`config.mk`:
```
export PLATFORM = sky130hd
export DESIGN_NAME = sv39ptm_walker
export DESIGN_NICKNAME = d
export VERILOG_FILES = /design/src/hw/rtl/sv39ptm_pkg.sv /design/src/hw/rtl/sv39ptm_walker.sv
export SDC_FILE = /design/constraint.sdc
export NUM_CORES = 1
export LEC_CHECK = 0
export BUFFER_PORTS_ARGS = -buffer_cell sky130_fd_sc_hd__buf_2
export CAP_MARGIN = 20
export CORE_AREA = 4 4 200 182
export DETAILED_ROUTE_END_ITERATION = 10
export DIE_AREA = 0 0 204 186
export HOLD_SLACK_MARGIN = 0.12
export PLACE_DENSITY_LB_ADDON = 0.12
export SYNTH_ARGS = -nofsm -noshare
export SYNTH_HDL_FRONTEND = slang
export SYNTH_SLANG_ARGS = --single-unit
```
`constraint.sdc`:
```
create_clock -name i_clk -period 9.4 [get_ports i_clk]
set_input_delay 0.47 -clock i_clk [delete_from_list [all_inputs] [get_ports i_clk]]
set_output_delay 0.47 -clock i_clk [all_outputs]
set_load 0.02 [all_outputs]
```
`src/hw/rtl/sv39ptm_pkg.sv`:
```
package sv39ptm_pkg;

    // defaults for the top-level parameters
    localparam int MAX_TABLES_DEF    = 16;
    localparam int MAX_RUN_PAGES_DEF = 4096;

    // field widths
    localparam int VPN_W    = 27;
    localparam int PPN_W    = 44;
    localparam int COUNT_W  = 13;
    localparam int PERM_W   = 10;
    localparam int TPAGE_W  = 4;
    localparam int SLOT_W   = 9;
    localparam int STATUS_W = 2;
    localparam int ENTRY_W  = 64;
    localparam int TUSE_W   = 5;
    localparam int CFG_W    = 64;
    localparam int PADDR_W  = 4;

    // page table entry layout
    localparam int PTE_PPN_SHIFT = 10;
    localparam int PTE_PAD_W     = ENTRY_W - PPN_W - PTE_PPN_SHIFT;
    localparam int SLOTS_PER_TABLE = 512;

    // operation codes
    localparam logic OP_MAP  = 1'b0;
    localparam logic OP_READ = 1'b1;

    // status codes
    localparam logic [STATUS_W-1:0] ST_OK        = 2'd0;
    localparam logic [STATUS_W-1:0] ST_EXHAUSTED = 2'd1;
    localparam logic [STATUS_W-1:0] ST_OUTSIDE   = 2'd2;

    // register index, taken from paddr bit 3
    localparam logic REG_POOL_BASE = 1'b0;

    typedef struct packed {
        logic [STATUS_W-1:0] status;
        logic [ENTRY_W-1:0]  entry_value;
        logic [COUNT_W-1:0]  pages_mapped;
        logic [TUSE_W-1:0]   tables_in_use;
    } t_result;

endpackage

```
`src/hw/rtl/sv39ptm_walker.sv`:
```
module sv39ptm_walker #(
    parameter int MAX_TABLES    = sv39ptm_pkg::MAX_TABLES_DEF,
    parameter int MAX_RUN_PAGES = sv39ptm_pkg::MAX_RUN_PAGES_DEF
) (
    input  logic                                  i_clk,
    input  logic                                  i_rst_n,
    // pool base from the register file
    input  logic [sv39ptm_pkg::PPN_W-1:0]         i_pool_base,
    // item channel
    input  logic                                  i_in_valid,
    output logic                                  o_in_stall,
    input  logic                                  i_operation,
    input  logic [sv39ptm_pkg::VPN_W-1:0]         i_virt_page_number,
    input  logic [sv39ptm_pkg::PPN_W-1:0]         i_phys_page_number,
    input  logic [sv39ptm_pkg::COUNT_W-1:0]       i_page_count,
    input  logic [sv39ptm_pkg::PERM_W-1:0]        i_permission_bits,
    input  logic [sv39ptm_pkg::TPAGE_W-1:0]       i_table_page,
    input  logic [sv39ptm_pkg::SLOT_W-1:0]        i_entry_slot,
    // result toward the output register
    output logic                                  o_res_valid,
    input  logic                                  i_res_take,
    output sv39ptm_pkg::t_result                  o_res,
    // page store port
    output logic                                  o_mem_we,
    output logic [$clog2(MAX_TABLES*512)-1:0]     o_mem_waddr,
    output logic [sv39ptm_pkg::ENTRY_W-1:0]       o_mem_wdata,
    output logic [$clog2(MAX_TABLES*512)-1:0]     o_mem_raddr,
    input  logic [sv39ptm_pkg::ENTRY_W-1:0]       i_mem_rdata
);

    localparam int TW     = $clog2(MAX_TABLES);
    localparam int AW     = $clog2(MAX_TABLES + 1);
    localparam int DEPTH  = MAX_TABLES * sv39ptm_pkg::SLOTS_PER_TABLE;
    localparam int ADDR_W = $clog2(DEPTH);
    localparam int SW     = sv39ptm_pkg::SLOT_W;
    localparam int PPN_W  = sv39ptm_pkg::PPN_W;
    localparam int CNT_W  = sv39ptm_pkg::COUNT_W;

    typedef enum logic [7:0] {
        S_CLEAR = 8'b0000_0001,
        S_IDLE  = 8'b0000_0010,
        S_ISSUE = 8'b0000_0100,
        S_RDATA = 8'b0000_1000,
        S_L2    = 8'b0001_0000,
        S_L1    = 8'b0010_0000,
        S_LEAF  = 8'b0100_0000,
        S_FIN   = 8'b1000_0000
    } t_state;

    t_state r_state, n_state;
    logic [ADDR_W-1:0] r_clr_addr, n_clr_addr;
    logic [AW-1:0] r_alloc, n_alloc;
    logic r_op, n_op;
    logic [sv39ptm_pkg::VPN_W-1:0] r_vpn, n_vpn;
    logic [PPN_W-1:0] r_ppn, n_ppn;
    logic [CNT_W-1:0] r_remain, n_remain;
    logic [sv39ptm_pkg::PERM_W-1:0] r_perm, n_perm;
    logic [TW-1:0] r_tp, n_tp;
    logic tp_bad, r_tp_bad, n_tp_bad;
    logic [SW-1:0] r_slot, n_slot;
    logic [TW-1:0] r_table, n_table;
    logic [sv39ptm_pkg::STATUS_W-1:0] r_status, n_status;
    logic [sv39ptm_pkg::ENTRY_W-1:0] r_entry, n_entry;
    logic [CNT_W-1:0] r_done, n_done;

    // vpn fields of the current page
    logic [SW-1:0] vpn2, vpn1, vpn0;
    // shared descend logic on the entry just read
    logic            ent_valid;
    logic [PPN_W-1:0] ent_off;
    logic            ent_in_pool;
    logic            pool_full;
    logic [TW-1:0]   fresh;
    logic [TW-1:0]   next_table;
    logic [sv39ptm_pkg::ENTRY_W-1:0] ptr_entry;
    logic [sv39ptm_pkg::ENTRY_W-1:0] leaf_entry;
    logic [CNT_W-1:0] clamped;

    assign vpn2 = r_vpn[3*SW-1:2*SW];
    assign vpn1 = r_vpn[2*SW-1:SW];
    assign vpn0 = r_vpn[SW-1:0];

    assign ent_valid   = i_mem_rdata[0];
    assign ent_off     = i_mem_rdata[sv39ptm_pkg::PTE_PPN_SHIFT +: PPN_W] - i_pool_base;
    assign ent_in_pool = ent_off < PPN_W'(r_alloc);
    assign pool_full   = (r_alloc == AW'(MAX_TABLES));
    assign fresh       = TW'(r_alloc);
    assign next_table  = ent_valid ? ent_off[TW-1:0] : fresh;
    assign ptr_entry   = {{sv39ptm_pkg::PTE_PAD_W{1'b0}}, i_pool_base + PPN_W'(r_alloc),
                          {(sv39ptm_pkg::PTE_PPN_SHIFT-1){1'b0}}, 1'b1};
    assign leaf_entry  = {{sv39ptm_pkg::PTE_PAD_W{1'b0}}, r_ppn,
                          r_perm | sv39ptm_pkg::PERM_W'(1)};

    assign tp_bad  = (32'(i_table_page) >= MAX_TABLES);
    assign clamped = (32'(i_page_count) > MAX_RUN_PAGES) ? CNT_W'(MAX_RUN_PAGES)
                                                         : i_page_count;

    assign o_in_stall  = (r_state != S_IDLE);
    assign o_res_valid = (r_state == S_FIN);
    assign o_res.status        = r_status;
    assign o_res.entry_value   = r_entry;
    assign o_res.pages_mapped  = r_done;
    assign o_res.tables_in_use = sv39ptm_pkg::TUSE_W'(r_alloc);

    always_comb begin
        n_state    = r_state;
        n_clr_addr = r_clr_addr;
        n_alloc    = r_alloc;
        n_op       = r_op;
        n_vpn      = r_vpn;
        n_ppn      = r_ppn;
        n_remain   = r_remain;
        n_perm     = r_perm;
        n_tp       = r_tp;
        n_tp_bad   = r_tp_bad;
        n_slot     = r_slot;
        n_table    = r_table;
        n_status   = r_status;
        n_entry    = r_entry;
        n_done     = r_done;
        o_mem_we    = 1'b0;
        o_mem_waddr = r_clr_addr;
        o_mem_wdata = '0;
        o_mem_raddr = {TW'(0), vpn2};

        unique case (r_state)
            S_CLEAR: begin
                o_mem_we   = 1'b1;
                n_clr_addr = r_clr_addr + ADDR_W'(1);
                if (r_clr_addr == ADDR_W'(DEPTH - 1)) begin
                    n_state = S_IDLE;
                end
            end
            S_IDLE: begin
                if (i_in_valid) begin
                    n_op     = i_operation;
                    n_vpn    = i_virt_page_number;
                    n_ppn    = i_phys_page_number;
                    n_remain = clamped;
                    n_perm   = i_permission_bits;
                    n_tp     = TW'(i_table_page);
                    n_tp_bad = tp_bad;
                    n_slot   = i_entry_slot;
                    n_status = sv39ptm_pkg::ST_OK;
                    n_entry  = '0;
                    n_done   = '0;
                    n_state  = S_ISSUE;
                end
            end
            S_ISSUE: begin
                if (r_op == sv39ptm_pkg::OP_READ) begin
                    o_mem_raddr = {r_tp, r_slot};
                    if (r_tp_bad) begin
                        n_status = sv39ptm_pkg::ST_OUTSIDE;
                        n_state  = S_FIN;
                    end else begin
                        n_state = S_RDATA;
                    end
                end else if (r_remain == '0) begin
                    n_state = S_FIN;
                end else begin
                    // root entry for this page
                    o_mem_raddr = {TW'(0), vpn2};
                    n_state     = S_L2;
                end
            end
            S_RDATA: begin
                n_entry = i_mem_rdata;
                n_state = S_FIN;
            end
            S_L2: begin
                o_mem_raddr = {next_table, vpn1};
                if (ent_valid && !ent_in_pool) begin
                    n_status = sv39ptm_pkg::ST_OUTSIDE;
                    n_state  = S_FIN;
                end else if (!ent_valid && pool_full) begin
                    n_status = sv39ptm_pkg::ST_EXHAUSTED;
                    n_state  = S_FIN;
                end else begin
                    if (!ent_valid) begin
                        o_mem_we    = 1'b1;
                        o_mem_waddr = {TW'(0), vpn2};
                        o_mem_wdata = ptr_entry;
                        n_alloc     = r_alloc + AW'(1);
                    end
                    n_table = next_table;
                    n_state = S_L1;
                end
            end
            S_L1: begin
                if (ent_valid && !ent_in_pool) begin
                    n_status = sv39ptm_pkg::ST_OUTSIDE;
                    n_state  = S_FIN;
                end else if (!ent_valid && pool_full) begin
                    n_status = sv39ptm_pkg::ST_EXHAUSTED;
                    n_state  = S_FIN;
                end else begin
                    if (!ent_valid) begin
                        o_mem_we    = 1'b1;
                        o_mem_waddr = {r_table, vpn1};
                        o_mem_wdata = ptr_entry;
                        n_alloc     = r_alloc + AW'(1);
                    end
                    n_table = next_table;
                    n_state = S_LEAF;
                end
            end
            S_LEAF: begin
                o_mem_we    = 1'b1;
                o_mem_waddr = {r_table, vpn0};
                o_mem_wdata = leaf_entry;
                n_entry     = leaf_entry;
                n_done      = r_done + CNT_W'(1);
                n_remain    = r_remain - CNT_W'(1);
                n_vpn       = r_vpn + sv39ptm_pkg::VPN_W'(1);
                n_ppn       = r_ppn + PPN_W'(1);
                n_state     = S_ISSUE;
            end
            S_FIN: begin
                if (i_res_take) begin
                    n_state = S_IDLE;
                end
            end
            default: begin
                n_state = S_CLEAR;
            end
        endcase
    end

    always_ff @(posedge i_clk) begin
        if (!i_rst_n) begin
            r_state    <= S_CLEAR;
            r_clr_addr <= '0;
            r_alloc    <= AW'(1);
        end else begin
            r_state    <= n_state;
            r_clr_addr <= n_clr_addr;
            r_alloc    <= n_alloc;
        end
    end

    always_ff @(posedge i_clk) begin
        r_op     <= n_op;
        r_vpn    <= n_vpn;
        r_ppn    <= n_ppn;
        r_remain <= n_remain;
        r_perm   <= n_perm;
        r_tp     <= n_tp;
        r_tp_bad <= n_tp_bad;
        r_slot   <= n_slot;
        r_table  <= n_table;
        r_status <= n_status;
        r_entry  <= n_entry;
        r_done   <= n_done;
    end

endmodule

```
== Word-level counts from Yosys, hierarchy flattened ==
Cells that the tools add are included.

* Output and inout bits: 177
* Input bits: 220
* Register bits: 217
* Word-level logic and storage cells: 104

* Add/sub/neg operators: 8
* Muxes and demuxes: 43
* Order comparisons: 2
* Equality and inequality tests: 16
* Bitwise operators: 4
* Reductions and logical operators: 17

{| class="wikitable"
|+ Operator list
! cell !! count
|-
| $pmux W64 S3 || 1
|-
| $mux W13 || 10
|-
| $mux W64 || 2
|-
| $pmux W64 S2 || 1
|-
| $mux W54 || 2
|-
| $pmux W44 S2 || 1
|-
| $pmux W13 S2 || 3
|-
| $mux W8 || 9
|-
| $pmux W8 S8 || 1
|-
| $pmux W27 S2 || 1
|-
| $add A44 B1 Y44 const B || 1
|-
| $add A44 B5 Y44 || 1
|-
| $lt A44 B5 Y1 || 1
|-
| $mux W44 || 1
|-
| $sub A44 B44 Y44 || 1
|-
| $pmux W13 S3 || 1
|-
| $add A27 B1 Y27 const B || 1
|-
| $mux W27 || 1
|-
| $add A13 B1 Y13 const B || 2
|-
| $eq A13 B13 Y1 const B || 1
|-
| $gt A13 B13 Y1 const B || 1
|-
| $logic_not A13 Y1 || 1
|-
| $sub A13 B1 Y13 const B || 1
|-
| $eq A8 B1 Y1 const B || 1
|-
| other kinds (28) || 44
|}

== Logic depth before layout (Yosys ltp) ==
Gate-level depths: netlist of run 1.

* Depth after elaboration: 6
* Depth in mapped cells: 15
* Mapped depth without buffers: 15

== Least setup slack after synthesis of run 1 ==
No wires, ideal clock.

* Kind: register to register
* Start point: register r_state[2]
* End point: register r_entry[0] (netlist bit), enable pin
* Data required time: 9.006 ns
* Cell stages (with the launch flop): 7
* Slack: 4.405 ns
* Data arrival time: 4.601 ns
* Path buffers: 2
* Library setup time: 0.394 ns
* Period minus slack after synthesis: 4.995 ns
* Path through: dfxtp_1 -> nor4_1 -> nand4b_1 -> clkbuf_1 -> clkbuf_1 -> nand2_1 -> or2_2

* Cells in the longest elaborated chain, start to end: 3
* Elaborated cells between the ends (all ways): 6
* Those cells by class: eq/ne: 4; reduce/logical: 2

{| class="wikitable"
|+ RTL lines
! item !! line !! source
|-
| from (decl) || sv39ptm_walker.sv:50 || <nowiki>t_state r_state, n_state;</nowiki>
|-
| from (signal assigned) || sv39ptm_walker.sv:236 || <nowiki>r_state <= n_state;</nowiki>
|-
| $eq A8 B2 Y1, or another cell as far along || sv39ptm_walker.sv:126 || <nowiki>unique case (r_state)</nowiki>
|-
| $ne A2 B2 Y1 (no line) / $reduce_bool A3 Y1 (equally long branches) || n/a ||
|-
| $reduce_and A2 Y1 (no line) * || n/a ||
|-
| to (signal assigned) || sv39ptm_walker.sv:253 || <nowiki>r_entry <= n_entry;</nowiki>
|-
| to (decl) || sv39ptm_walker.sv:63 || <nowiki>logic [sv39ptm_pkg::ENTRY_W-1:0] r_entry, n_entry;</nowiki>
|}

Every way passes the cells marked *; elsewhere a longest branch is shown, timed or not.
A chain may end at the register's enable or synchronous reset.

== Worst setup path after layout of run 1 ==
* Start point: register r_alloc[0]
* End point: output o_mem_wdata[50] (netlist bit)

* Cells in the longest elaborated chain, start to end: 5
* Elaborated cells between the ends (all ways): 10
* Those cells by class: add/sub: 1; order compare: 1; eq/ne: 1; mux: 4; reduce/logical: 3

{| class="wikitable"
|+ RTL lines
! item !! line !! source
|-
| from (decl) || sv39ptm_walker.sv:52 || <nowiki>logic [AW-1:0] r_alloc, n_alloc;</nowiki>
|-
| from (signal assigned) || sv39ptm_walker.sv:238 || <nowiki>r_alloc <= n_alloc;</nowiki>
|-
| $add A44 B5 Y44, or another cell as far along || sv39ptm_walker.sv:89 || <nowiki>assign ptr_entry = {{sv39ptm_pkg::PTE_PAD_W{1'b0}}, i_pool_base + PPN_W'(r_alloc),</nowiki>
|-
| $mux W54, or another cell as far along || sv39ptm_walker.sv:180, sv39ptm_walker.sv:198 ||
|-
| $mux W54 / $logic_and A1 B1 Y1 (equally long branches) || sv39ptm_walker.sv:176, sv39ptm_walker.sv:173, sv39ptm_walker.sv:191 ||
|-
| $mux W64 * || sv39ptm_walker.sv:191 || <nowiki>if (ent_valid && !ent_in_pool) begin</nowiki>
|-
| $pmux W64 S2 * || sv39ptm_walker.sv:126 ||
|-
| to (decl) || sv39ptm_walker.sv:26 || <nowiki>output logic [sv39ptm_pkg::ENTRY_W-1:0] o_mem_wdata,</nowiki>
|}

Marks and branches as above.

==> results of run 1 <==
[where the power goes]
| group | internal (mW) | switching, mW | leakage (nW) |
|---|---|---|---|
| registers | 1.07 | 0.0225 | 1.87 |
| clock network | 0.547 | 0.406 | 0.383 |
| logic | 0.198 | 0.326 | 5.55 |
| total | 1.81 | 0.754 | 7.80 |
[through the flow]
stage	util	setup WS, ps	power, mW	std cells
after floorplan	-	4410	1.44	1778
after global placement	0.516	4770	1.61	2552
after detailed placement	0.516	4770	1.61	2552
after CTS	0.546	4430	2.57	2622
after global routing	0.548	4260	2.68	2627
final	0.548	4450	2.57	2627
[how the worst max path moves through the flow]
stage / endpoint / slack (ps) / cells past startpoint
after CTS: o_mem_wdata[50] / 4430 / 13
after floorplan: r_entry[0] / 4410 / 6
final: o_mem_wdata[50] / 4450 / 13
after global placement: r_table[0] / 4770 / 15
after detailed placement: r_table[2] / 4770 / 15
after global routing: o_mem_wdata[50] / 4260 / 13
[per-layer routing]
layer  vias up  GRT usage  wire length (µm)
li1       7080          -                 -
met1      7084      0.395             24800
met2       693      0.436             24500
met3        88     0.0498              4540
met4        12     0.0766              1560
met5         -          0                77
[cell usage in the layout, fill, tap and decap left out, drive strengths merged, types with 8 or more instances in the layout]
cell type      n
a22oi         17
buf          398
edfxtp       190
nor2         121
a31oi          8
nand2        354
dfxtp         26
and3          26
nand3         58
a21oi         67
clkbuf        31
clkinv        14
a21o          24
o21bai         8
xnor2        112
nor2b          8
o21a           9
and2          35
nand4         42
o22ai          9
nor3          27
ha            59
a22o          11
nor3b          9
a221o         10
conb          10
or3           17
xor2          59
dlygate4sd3   23
inv           71
nor4          27
o21ai        174
[area by class of cell]
cell class	instances	area (µm²)	area share
diodes	3	7.51	0.000402
inverters	71	267	0.0143
clock buffers	31	691	0.0370
multi-input cells	1407	8490	0.455
clock inverters	16	98.8	0.00530
flip-flops and latches	216	6230	0.334
well taps	462	578	0.0310
repair buffers	421	2290	0.123
[registers in the layout (all words and copies together), names as in the netlist]
register	flops
r_alloc	5
r_clr_addr	13
r_done	13
r_entry	64
r_op	1
r_perm	9
r_ppn	44
r_remain	13
r_slot	9
r_state	8
r_status	2
r_table	4
r_tp	4
r_vpn	27
[tightest hold or removal path, cell delays in order]
cell	delay (ps)
buf_2	80
nand2_1	40
nand2_1	40
[cells by family after synthesis]
group,after synthesis,share of synthesized area
buffers and inverters,155,0.0418
DFF,216,0.407
other,1,0.000245
muxes,6,0.00409
and+or+nand+nor,762,0.234
AOI/OAI and AO/OA,397,0.165
xor gates and xnor gates,171,0.0979
adders and majority gates,61,0.0508
==> results.yml, run 1 <==
sta:
  finalHoldViolCount: 0
  slew_viol_final: 0
  tns_ps: 0
  rsz0062_at_grt: "no"
  holdWs_ps: 194
  relSlewSlack: 0.268
  tightest_slew_ps: 1100
  maxClockFrequency_ghz: 0.202
  min_period_over_period: 0.526
  layout_min_cycle_time_ps: 4950
  fin_worst_skew_ps: 20.4
  finalSetupViolations: 0
run:
  drv_cap: 0
layout:
  stdcell_area_mm2: 0.0187
  drive_above_1_share: 0.213
  areaGrowthSynthToFinish_pct: 21.9
  nets: 2424
  fillCellCount: 3292
clocking:
  holdBufCountCts: 23
  post_cts_buffers: 0
  cts_sinks: 216
  htreeDepth: 1
  cts.path.max_buffers: 3
  cts_tree: "done"
  insertion_delay_ps: 540
  cts-buffers-inserted: 26
  cts_resized: 0
  root_buffer: "clkbuf_16"
  clk_pin_slew_ps: 60
placement:
  placed_area_mm2: 0.0176
  gp_congestion: 0.941
  dp_hpwl_um: 43200
  io_buffers: 385
floorplan:
  ios: 397
  core-area_mm2: 0.0340
  dieHeight_um: 186
  start_util: 0.450
  row_count: 64
  die_w_um: 204
  dieArea_mm2: 0.0379
logic_synthesis:
  ys_warn_count: 0
  synth_edf_count: 190
  synth.distinct_cells: 81
  ys_seq_area_frac: 0.407
  yosysMostFrequentCell: "nand2_1"
  synth_area_per_cell_um2: 8.65
  netlist_instances: 1769
  ys_ff_latch: 216
  postSynth.asyncResetShare: 0
  ys.flop_type: "edfxtp_1"
  yosys-top-cells-count: "nand2_1, edfxtp_1, o21ai_0"
  synth.area.top_cells: "edfxtp_1, nand2_1, xnor2_1"
  synth_top_area_frac: 0.373
  yosys.area.top_type: "edfxtp_1"
  synthesis.area_mm2: 0.0153
hold_path:
  min_to: "r_ppn[15]"
  hp-start: "i_phys_page_number[15]"
  worstHoldPathCells: 3
  min_path_type: "input pin to flop"
grt:
  antenna_found_initial: 9
  grt_pass1_vias: 14100
  overflow: 0
  grt_use_total: 0.277
  grt_pass1_wl_um: 82900
  grt_max_degree: 114
power_and_ir_drop:
  ir_drop_uv: 99.5
  power_density_mw_per_mm2: 138
  leakagePower_nw: 7.80
detailed_routing:
  wl_per_cell_um: 21.1
  drc_errors: 0
  first_pass_iters: 5
  route.vias.total: 15000
  drt.antenna.violating_nets: 0
  viasPerCell: 5.69
  drt_iter0_drc: 1355
  routed_wl_um: 55500
critical_path:
  startpoint: "r_alloc[0]"
  required_ps: 8930
  r2r_slack_ps: 5880
  rr_endpoint: "r_ppn[43]"
  cp_cell_sequence: "ha_1 > fa_1 > a21oi_1 > o21bai_1 > a21oi_1 > nor4_1 > and2_1 > nand3_1 > nor2_1 > nand2_1 > xnor2_1 > o21ai_0 > buf_2"
  critPathCaptureType: "output pin"
  crit_buf_inv: 1
  cp_common_cell: "a21oi_1"
  reg2regPathDepth: 10
  cpPeakStageDelay_ps: 710
  crit_path_max_fanout: 8
  crit_type: "flop to output pin"
  cp-start-kind: "flop"
  worst_ep_arrival_time_ps: 4480
  crit_slowest_cell: "nor4_1"
  cp_top_family: "simple AND/OR/NAND/NOR gates"
  rr_startpoint: "r_ppn[6]"
run_status:
  status: "complete, no violations"
Power figures use the tool's default switching activity.
==> inputs of run 2 (changes only) <==
==> constraint.sdc (replaced) <==
create_clock -name i_clk -period 4.05 [get_ports i_clk]
set_input_delay 0.2025 -clock i_clk [delete_from_list [all_inputs] [get_ports i_clk]]
set_output_delay 0.2025 -clock i_clk [all_outputs]
set_load 0.02 [all_outputs]
==> results.yml, run 2 (synthesis gave the netlist of run 1 again) <==
floorplan:
  die_w_um: 204
  ios: 397
  dieArea_mm2: 0.0379
  dieHeight_um: 186
  start_util: 0.450
  core-area_mm2: 0.0340
  row_count: 64
grt:
  grt_pass1_wl_um: 85800
  antenna_found_initial: 5
  grt_pass1_vias: 15000
  grt_use_total: 0.287
  overflow: 0
  grt_max_degree: 184
power_and_ir_drop:
  combPwrFrac: 0.215
  power_density_mw_per_mm2: 311
  swShare: 0.283
  switching_power_mw: 1.81
  p_int_mw: 4.58
  power_mw: 6.39
  power.share.clock: 0.390
  seqPwrFrac: 0.396
  leakagePower_nw: 8.64
  ir_drop_uv: 172
hold_path:
  worstHoldPathCells: 3
  min_path_type: "input pin to flop"
  hp-start: "i_mem_rdata[0]"
  min_to: "r_state[7]"
clocking:
  insertion_delay_ps: 560
  cts_sinks: 216
  root_buffer: "clkbuf_16"
  cts.path.max_buffers: 3
  htreeDepth: 1
  cts_tree: "done"
  clk_pin_slew_ps: 50
  cts-buffers-inserted: 27
detailed_routing:
  routed_wl_um: 57600
  drt.antenna.violating_nets: 0
  drc_errors: 0
  route.vias.total: 15600
  first_pass_iters: 5
  drt_iter0_drc: 1195
  viasPerCell: 5.56
  wl_per_cell_um: 20.5
sta:
  tns_ps: 0
  maxClockFrequency_ghz: 0.256
  relSlewSlack: 0.281
  slew_viol_final: 0
  finalHoldViolCount: 0
  fin_worst_skew_ps: 40.3
  tightest_slew_ps: 1080
  holdWs_ps: 149
  rsz0062_at_grt: "no"
  layout_min_cycle_time_ps: 3910
  finalSetupViolations: 0
  min_period_over_period: 0.966
critical_path:
  required_ps: 4320
  rr_endpoint: "r_ppn[42]"
  crit_path_max_fanout: 4
  critPathCaptureType: "flop"
  rr_startpoint: "r_ppn[0]"
  r2r_slack_ps: 790
  crit_type: "input pin to flop"
  reg2regPathDepth: 9
  cp-start-kind: "input pin"
  worst_ep_arrival_time_ps: 4180
run:
  drv_cap: 0
placement:
  dp_hpwl_um: 43200
  gp_congestion: 0.970
  dp.cells: 2580
  io_buffers: 385
layout:
  instances_no_fill: 2811
  drive_above_1_share: 0.216
  regMostFlops: "r_entry"
  utilization: 0.604
  seq_area_mm2: 0.00623
  top_regs: "r_entry x64, r_ppn x44, r_vpn x27"
  multiInputGateArea_mm2: 0.00856
  final_common_cell: "buf_2"
  areaGrowthSynthToFinish_pct: 34.3
  nets: 2605
  most-common-layout-cells: "buf_2, nand2_1, edfxtp_1"
  fillCellCount: 3014
  largest_reg_flops: 64
run_status:
  status: "complete, no violations"
## run 2: per-stage QoR
step	setup WS, ps	cell area (µm²)
3_3_place_gp	127	17800
4_1_cts	34.2	20500
3_5_place_dp	46.2	17800
6_report	139	20600
5_1_grt	8.42	20500
2_1_floorplan	2.63	15300
## run 2: worst max path at each step
stage | cells after the start | slack [ps] | to | start
CTS | 16 | 30 | r_status[1] | i_mem_rdata[10]
detailed placement | 15 | 50 | r_status[1] | i_mem_rdata[10]
finish | 17 | 140 | r_status[0] | i_mem_rdata[10]
floorplan | 6 | 3 | r_entry[0] | r_state[2]
global placement | 16 | 130 | r_table[2] | i_mem_rdata[10]
global route | 17 | 8 | r_status[0] | i_mem_rdata[10]
## run 2: power groups by stage
| stage | registers [mW] | logic, mW | clock network [mW] |
|---|---|---|---|
| finish | 2.53 | 1.37 | 2.49 |
| global route | 2.53 | 1.49 | 2.63 |
| CTS | 2.53 | 1.34 | 2.53 |
| detailed placement | 2.57 | 1.19 | 0 |
| global placement | 2.57 | 1.19 | 0 |
| floorplan | 2.58 | 0.749 | 0 |
## run 2: cell type report
class	instances	area share
Multi-Input combinational cell	1407	0.416
Sequential cell	216	0.303
Timing Repair Buffer	601	0.194
Clock buffer	36	0.0376
Tap cell	462	0.0281
Inverter	71	0.0130
Clock inverter	13	0.00694
Antenna cell	5	0.000609
## run 2: metal layers
layer | share of wire | vias up | global-route usage
met2 | 0.44 | 742 | 0.456
met5 | 0 | - | 0
met4 | 0.040 | 0 | 0.101
met3 | 0.079 | 108 | 0.0488
met1 | 0.44 | 7350 | 0.400
li1 | - | 7443 | -
## run 2: worst max-delay path, stage by stage
cell and delay [ps]:
dlygate4sd3_1 530, buf_2 130, inv_1 70, ha_1 170
inv_1 60, fa_1 420, a21o_1 220, a221oi_4 400
o21ai_2 110, a31oi_1 200, xor2_1 260, o2111ai_1 160
or4b_1 500, nor4_2 280, nand4_1 130, buf_4 180
a2bb2oi_1 160
## run 2: timing repair
action / 4_1_cts / 5_1_grt
pin swaps: 0 / 1
setup endpoints to repair: 2 / 13
cloned: 0 / 0
buffers inserted: 0 / 2
hold buffers: 174 / 0
endpoints found under the hold margin: 176 / 0
gates resized for setup: 2 / 12
